<file path="config.mk">
export PLATFORM = sky130hd
export DESIGN_NAME = sensor_telemetry_frame_packer_top
export DESIGN_NICKNAME = d
export VERILOG_FILES = /design/src/hw/rtl/stfp_pkg.sv /design/src/hw/rtl/stfp_lane.sv /design/src/hw/rtl/stfp_merge.sv /design/src/hw/rtl/sensor_telemetry_frame_packer_top.sv
export SDC_FILE = /design/constraint.sdc
export NUM_CORES = 2
export LEC_CHECK = 0
export BUFFER_PORTS_ARGS = -buffer_cell sky130_fd_sc_hd__buf_2
export CAP_MARGIN = 20
export CORE_ASPECT_RATIO = 0.7
export CORE_UTILIZATION = 60
export CTS_BUF_LIST = sky130_fd_sc_hd__clkbuf_8
export DETAILED_ROUTE_END_ITERATION = 7
export PLACE_DENSITY = 0.77
export REMOVE_ABC_BUFFERS = 1
export SLEW_MARGIN = 20
export SYNTH_ARGS = -nofsm -noshare
export SYNTH_HDL_FRONTEND = slang
export SYNTH_SLANG_ARGS = --single-unit
</file>
<file path="constraint.sdc">
create_clock -name clk -period 18.3 [get_ports clk]
set_input_delay 3.66 -clock clk [delete_from_list [all_inputs] [get_ports clk]]
set_output_delay 3.66 -clock clk [all_outputs]
set_load 0.005 [all_outputs]
</file>
<file path="src/hw/rtl/stfp_pkg.sv">
// Shared types and constants for the sensor telemetry frame packer.
`default_nettype none

package stfp_pkg;

  // Frame marks and fill
  localparam logic [7:0] START_MARK = 8'hA0;
  localparam logic [7:0] STOP_MARK  = 8'h0A;
  localparam logic [7:0] FILL_BYTE  = 8'hFF;

  localparam int FRAME_LEN = 16;
  localparam int IDX_W     = 4;
  localparam logic [IDX_W-1:0] LAST_IDX = IDX_W'(FRAME_LEN - 1);

  // Lane geometry
  localparam int NUM_LANES = 5;
  localparam int MAG_W     = 23;
  localparam int WHOLE_W   = 17;
  localparam int PROD_W    = 54;
  // floor(x / 100) == (x * RECIP_100) >> RECIP_SHIFT for any 32-bit x
  localparam logic [30:0] RECIP_100   = 31'h51EB851F;
  localparam int          RECIP_SHIFT = 37;

  // Lane order in the frame
  localparam int LANE_TEMP = 0;
  localparam int LANE_PH   = 1;
  localparam int LANE_TDS  = 2;
  localparam int LANE_COND = 3;
  localparam int LANE_OXY  = 4;

  typedef struct packed {
    logic signed [15:0] temperature_centi;
    logic               temperature_ok;
    logic [14:0]        ph_centi;
    logic               ph_ok;
    logic [22:0]        tds_centi;
    logic               tds_ok;
    logic [22:0]        cond_centi;
    logic               cond_ok;
    logic [22:0]        oxy_centi;
    logic               oxy_ok;
  } reading_t;

  typedef struct packed {
    logic [7:0] frame_byte;
    logic       last_byte;
  } beat_t;

  // Bytes one lane contributes (fill already applied)
  typedef struct packed {
    logic [7:0] hi;
    logic [7:0] lo;
    logic [7:0] fr;
  } lane_bytes_t;

  // Pipeline load enables from the top-level control
  typedef struct packed {
    logic load_a;
    logic load_b;
    logic load_m;
  } pipe_ctl_t;

  typedef logic [FRAME_LEN-1:0][7:0] frame_t;

endpackage

`default_nettype wire

</file>
<file path="src/hw/rtl/stfp_lane.sv">
// One conversion lane: splits a magnitude in hundredths into integer and decimal bytes.
`default_nettype none

module stfp_lane (
  input  wire logic                     clk,
  input  wire stfp_pkg::pipe_ctl_t      ctl,
  input  wire logic [stfp_pkg::MAG_W-1:0] mag,
  input  wire logic                     ok,
  output stfp_pkg::lane_bytes_t         bytes
);
  import stfp_pkg::*;

  logic [MAG_W-1:0]   mag_a;
  logic               ok_a;
  logic [PROD_W-1:0]  prod_a;
  logic [WHOLE_W-1:0] whole;
  logic [23:0]        whole_x100;
  logic [MAG_W-1:0]   frac_full;
  lane_bytes_t        bytes_next;

  // Stage A: multiply by the reciprocal of 100
  always_ff @(posedge clk) begin
    if (ctl.load_a) begin
      mag_a  <= mag;
      ok_a   <= ok;
      prod_a <= PROD_W'(mag) * PROD_W'(RECIP_100);
    end
  end

  // Recover quotient and remainder
  always_comb begin
    whole      = prod_a[RECIP_SHIFT +: WHOLE_W];
    whole_x100 = 24'(whole) * 24'd100;
    frac_full  = mag_a - whole_x100[MAG_W-1:0];
    if (ok_a) begin
      bytes_next.hi = whole[15:8];
      bytes_next.lo = whole[7:0];
      bytes_next.fr = {1'b0, frac_full[6:0]};
    end else begin
      bytes_next.hi = FILL_BYTE;
      bytes_next.lo = FILL_BYTE;
      bytes_next.fr = FILL_BYTE;
    end
  end

  // Stage B: hold the lane bytes
  always_ff @(posedge clk) begin
    if (ctl.load_b) begin
      bytes <= bytes_next;
    end
  end

endmodule

`default_nettype wire

</file>
<file path="src/hw/rtl/stfp_merge.sv">
// Merge stage: assembles the lane bytes into a 16-byte frame with checksum.
`default_nettype none

module stfp_merge (
  input  wire logic                 clk,
  input  wire stfp_pkg::pipe_ctl_t  ctl,
  input  wire stfp_pkg::lane_bytes_t lanes [stfp_pkg::NUM_LANES],
  output stfp_pkg::frame_t          frame
);
  import stfp_pkg::*;

  frame_t     frame_next;
  logic [7:0] sum_lo;
  logic [7:0] sum_hi;

  // Lay out the payload bytes and fold them into the checksum
  always_comb begin
    frame_next[0]  = START_MARK;
    frame_next[1]  = lanes[LANE_TEMP].lo;
    frame_next[2]  = lanes[LANE_TEMP].fr;
    frame_next[3]  = lanes[LANE_PH].lo;
    frame_next[4]  = lanes[LANE_PH].fr;
    frame_next[5]  = lanes[LANE_TDS].hi;
    frame_next[6]  = lanes[LANE_TDS].lo;
    frame_next[7]  = lanes[LANE_TDS].fr;
    frame_next[8]  = lanes[LANE_COND].hi;
    frame_next[9]  = lanes[LANE_COND].lo;
    frame_next[10] = lanes[LANE_COND].fr;
    frame_next[11] = lanes[LANE_OXY].hi;
    frame_next[12] = lanes[LANE_OXY].lo;
    frame_next[13] = lanes[LANE_OXY].fr;
    sum_lo = (frame_next[1] + frame_next[2]) + (frame_next[3] + frame_next[4])
           + (frame_next[5] + frame_next[6]) + frame_next[7];
    sum_hi = (frame_next[8] + frame_next[9]) + (frame_next[10] + frame_next[11])
           + (frame_next[12] + frame_next[13]);
    frame_next[14] = sum_lo + sum_hi;
    frame_next[15] = STOP_MARK;
  end

  // Hold the finished frame
  always_ff @(posedge clk) begin
    if (ctl.load_m) begin
      frame <= frame_next;
    end
  end

endmodule

`default_nettype wire

</file>
<file path="src/hw/rtl/sensor_telemetry_frame_packer_top.sv">
// Sensor telemetry frame packer: five conversion lanes, merge stage and byte serializer.
//
// Usage:
//   The readings channel (reading_valid / reading_stall / readings) takes one set
//   of five sensor readings per beat. The frame channel (frame_valid /
//   frame_stall / frame_beat) returns 16 beats per set: 0xA0, the reading bytes,
//   a checksum byte and 0x0A, the last flagged by last_byte.
//   Each set passes the lane multiply, lane split, merge and serializer load
//   stages before its first frame beat is shown.
//   Throughput: one frame beat per cycle while frame_stall is low; the
//   serializer's 16 bytes per frame limit the set rate. Up to three further
//   sets are taken and held in the lane and merge stages while a frame drains.
//   Reset clears all stage valids and the serializer; no beat is shown until a
//   set is accepted. When the receiver stalls, the current beat holds, the
//   stages behind it fill, and reading_stall rises once all are full.
`default_nettype none

module sensor_telemetry_frame_packer_top (
  input  wire logic               clk,
  input  wire logic               rst,
  input  wire logic               reading_valid,
  output logic                    reading_stall,
  input  wire stfp_pkg::reading_t readings,
  output logic                    frame_valid,
  input  wire logic               frame_stall,
  output stfp_pkg::beat_t         frame_beat
);
  import stfp_pkg::*;

  logic                 v_a;
  logic                 v_b;
  logic                 v_m;
  logic                 adv_a;
  logic                 adv_b;
  logic                 adv_m;
  logic                 accept;
  logic                 beat_done;
  logic                 last_done;
  logic                 load_ser;
  pipe_ctl_t            ctl;
  logic [MAG_W-1:0]     mags [NUM_LANES];
  logic                 oks  [NUM_LANES];
  lane_bytes_t          lane_out [NUM_LANES];
  logic [16:0]          temp_mag;
  frame_t               merged;
  frame_t               frame_q;
  logic [IDX_W-1:0]     idx;

  // Serializer handshake
  assign beat_done = frame_valid && !frame_stall;
  assign last_done = beat_done && (idx == LAST_IDX);
  assign load_ser  = v_m && (!frame_valid || last_done);

  // Stage advance, back to front
  assign adv_m  = !v_m || load_ser;
  assign adv_b  = !v_b || adv_m;
  assign adv_a  = !v_a || adv_b;
  assign accept = reading_valid && adv_a;
  assign reading_stall = !adv_a;

  assign ctl.load_a = accept;
  assign ctl.load_b = adv_b && v_a;
  assign ctl.load_m = adv_m && v_b;

  // Advance the stage valids
  always_ff @(posedge clk) begin
    if (rst) begin
      v_a <= 1'b0;
      v_b <= 1'b0;
      v_m <= 1'b0;
    end else begin
      if (adv_a) v_a <= accept;
      if (adv_b) v_b <= v_a;
      if (adv_m) v_m <= v_b;
    end
  end

  // Take the temperature magnitude, most negative value included
  always_comb begin
    if (readings.temperature_centi[15]) begin
      temp_mag = 17'h10000 - {1'b0, readings.temperature_centi};
    end else begin
      temp_mag = {1'b0, readings.temperature_centi};
    end
    mags[LANE_TEMP] = MAG_W'(temp_mag);
    mags[LANE_PH]   = MAG_W'(readings.ph_centi);
    mags[LANE_TDS]  = readings.tds_centi;
    mags[LANE_COND] = readings.cond_centi;
    mags[LANE_OXY]  = readings.oxy_centi;
    oks[LANE_TEMP]  = readings.temperature_ok;
    oks[LANE_PH]    = readings.ph_ok;
    oks[LANE_TDS]   = readings.tds_ok;
    oks[LANE_COND]  = readings.cond_ok;
    oks[LANE_OXY]   = readings.oxy_ok;
  end

  for (genvar g = 0; g < NUM_LANES; g++) begin : g_lane
    stfp_lane u_lane (
      .clk   (clk),
      .ctl   (ctl),
      .mag   (mags[g]),
      .ok    (oks[g]),
      .bytes (lane_out[g])
    );
  end

  stfp_merge u_merge (
    .clk   (clk),
    .ctl   (ctl),
    .lanes (lane_out),
    .frame (merged)
  );

  // Serializer control: load a frame, step one beat per accepted handshake
  always_ff @(posedge clk) begin
    if (rst) begin
      frame_valid <= 1'b0;
      idx         <= '0;
    end else begin
      if (load_ser) begin
        frame_valid <= 1'b1;
        idx         <= '0;
      end else if (last_done) begin
        frame_valid <= 1'b0;
      end else if (beat_done) begin
        idx <= idx + 1'b1;
      end
    end
  end

  // Hold the frame being sent
  always_ff @(posedge clk) begin
    if (load_ser) begin
      frame_q <= merged;
    end
  end

  assign frame_beat.frame_byte = frame_q[idx];
  assign frame_beat.last_byte  = (idx == LAST_IDX);

endmodule

`default_nettype wire

</file>
==> impl_metrics.ini <==
[status]
status = finished, final reports clean

[drt]
viasPerCell = 5.44
drc_errors = 0
drt_iter0_drc = 3184
post_drt_wl_per_cell_microns = 21.3
dr.pass1.iters = 8
routed_wl_microns = 156000
drtAntennaViolNets = 0
dr_total_vias = 39700

[timing]
max-slew-margin-rel_pct = 32.5
maxSlewViolCount = 0
period_needed_ns = 10.99
rsz0062_at_grt = no
finalHoldViolCount = 0
worst_slew_pin_slew_ns = 1.00
setup_tns_ns = 0
clock_skew_ns = 0.0167
fin_crit_sh_pct = 60.1
clock.fmax_mhz = 91.0
setup_viol = 0

[layout]
drive_gt1_share_pct = 4.49
fin_nets = 8163
area_growth_pct = 5.75

[setup_path]
critPathMaxStageDelay_ns = 0.57
required_ns = 18.69
cp.arrival_ns = 11.38
r2r_setup_slack_ns = 13.47
worstSetupStartpoint = readings[93]
cp_top_family = adder cells
reg2reg_to = u_merge.frame[119]
critPathKind = input pin to flop
startpoint_type = input pin
slowest_stage = or4_1
critPathCaptureType = flop
r2r-start = g_lane[2].u_lane.bytes[19]
cp_max_fo = 5
rr_worst_depth = 13
cp_num_buf_inv = 6

[floorplan]
dieArea_sq_um = 108000
die_h_microns = 275
pin_count = 120
initial_core_util_pct = 60.9
die_w_microns = 392
row_count = 99
coreArea_sq_um = 105000

[logic_synthesis]
yosysUniqueCellTypes = 67
synth-xor-area-share_pct = 2.10
yosysTopAreaCell = fa_1
yosysSeqAreaShare_pct = 20.6
synthAdderAreaFrac_pct = 56.5
ys_async_sr_fraction_pct = 0
synth_top_family_by_area = adder cells
yosys.area_share.simple_pct = 3.72
synth_compound_area_share_pct = 5.30
synth_cells = 5655
synth_seq_cells = 440
synthMuxAreaShare_pct = 1.04
synth_ff_type = edfxtp_1
synth.avg_cell_area_sq_um = 11.3
synth_warnings = 0
synthDominantCellAreaShare_pct = 34.4
netlist_area_sq_um = 63700
synth_area_leaders = fa_1, ha_1, edfxtp_1
synth_edf_count = 432

[worst_hold_path]
min_path_cells = 0
hold_class = flop to flop
hold_start = u_merge.frame[119]
holdPathEnd = frame_q[119]

[clock_network]
clk_latency_ns = 0.64
htreeDepth = 2
cts_tree = built
clkTransAtPathRegs_ns = 0.07
ctsHoldBuffers = 0
cts_setup_buffers = 0
cts_buffers = 61
cts_root_buf = clkbuf_8
clockBufferDepth = 3
cts_resized = 0
clkSinkCount = 440

[grt]
grt_pass1_vias = 42100
antenna_found_initial = 3
grt_usage_pct = 30.3
grt_remaining_overflow = 0
grt_pass1_wl_microns = 244000
grt_max_degree = 66

[placed_design]
gp_congestion = 0.996
place_hpwl_microns = 138000
port_buffers = 119

[run]
maxCapViolCount = 0
-- final cells by class --
class / count / area [sq um]
Antenna cell: 2 / 5.00
Clock buffer: 62 / 853
Clock inverter: 49 / 374
Fill cell: 8168 / 37300
Inverter: 1794 / 6730
Multi-Input combinational cell: 3400 / 43800
Sequential cell: 440 / 13100
Tap cell: 1414 / 1770
Timing Repair Buffer: 136 / 723
-- registers in the layout, summed over array words and instances, names as in the netlist --
| name | cells |
|---|---|
| frame_q | 112 |
| u_merge.frame | 112 |
| g_lane.u_lane.bytes | 104 |
| g_lane.u_lane.prod_a | 69 |
| g_lane.u_lane.mag_a | 30 |
| g_lane.u_lane.ok_a | 5 |
| idx | 4 |
| frame_valid | 1 |
| v_a | 1 |
| v_b | 1 |
| v_m | 1 |
-- per-stage QoR --
step | hold slack, ns | area [sq um] | util (%) | cells | worst slack, ns
floorplan | 0.400 | 63600 | - | 5634 | 7.99
global placement | 0.400 | 66200 | 63.2 | 7184 | 6.95
detailed placement | 0.405 | 66200 | 63.2 | 7184 | 6.86
CTS | 0.409 | 67400 | 64.4 | 7295 | 7.53
global route | 0.416 | 67400 | 64.4 | 7297 | 6.94
finish | 0.408 | 67400 | 64.4 | 7297 | 7.31
-- how the worst max path moves through the flow --
stage	endpoint	slack [ns]	depth (start not counted)
3_5_place_dp	g_lane[0].u_lane.prod_a[42]	6.86	28
6_report	g_lane[0].u_lane.prod_a[42]	7.31	27
5_1_grt	g_lane[0].u_lane.prod_a[42]	6.94	28
3_3_place_gp	g_lane[0].u_lane.prod_a[42]	6.95	28
4_1_cts	g_lane[0].u_lane.prod_a[42]	7.53	28
2_1_floorplan	g_lane[0].u_lane.prod_a[42]	7.99	26
-- synthesized netlist by cell type, types with 18 or more instances --
| master | count |
|---|---|
| inv_1 | 1794 |
| ha_1 | 1126 |
| fa_1 | 1095 |
| edfxtp_1 | 432 |
| a21oi_1 | 158 |
| nand2_1 | 124 |
| xnor2_1 | 114 |
| a21o_1 | 105 |
| o21ai_0 | 88 |
| nand2b_1 | 78 |
| nor2_1 | 70 |
| nand3_1 | 44 |
| xor2_1 | 39 |
| nand4_1 | 28 |
| nor3_1 | 28 |
| nor2b_1 | 24 |
| clkbuf_1 | 22 |
| mux4_2 | 22 |
| a211oi_1 | 20 |
| o21a_1 | 18 |
-- placed cells by master (no fill, tap or decap), drive strengths merged, types with 70 or more instances in the layout --
master  synthesis  routed
nand2b         78      78
ha           1126    1126
edfxtp        432     432
a21oi         159     159
buf             3     136
inv          1794    1815
xnor2         114     114
fa           1095    1095
nand2         124     124
o21ai          89      89
nor2           70      70
a21o          106     106
-- cell families (layout without fill, tap and decap cells) --
family,count (synthesis),after routing
adder cells (fa/ha/maj),2221,2221
buffers and inverters,1819,2041
AO/OA/AOI/OAI,519,519
AND/OR/NAND/NOR,463,463
flip-flops,440,440
XOR/XNOR,153,153
multiplexers,38,38
other,2,8
-- metal layers --
| metal | GRT usage (%) | vias to the layer above | share of wire [%] |
|---|---|---|---|
| met3 | 9.14 | 130 | 11 |
| met5 | 0 | - | 0.013 |
| met4 | 3.77 | 2 | 1.1 |
| met1 | 48.0 | 19800 | 47 |
| li1 | - | 18100 | - |
| met2 | 41.7 | 1567 | 40 |
Power is not shown: default switching activity piles up to over one toggle a cycle in this logic, so the estimate is an artifact.
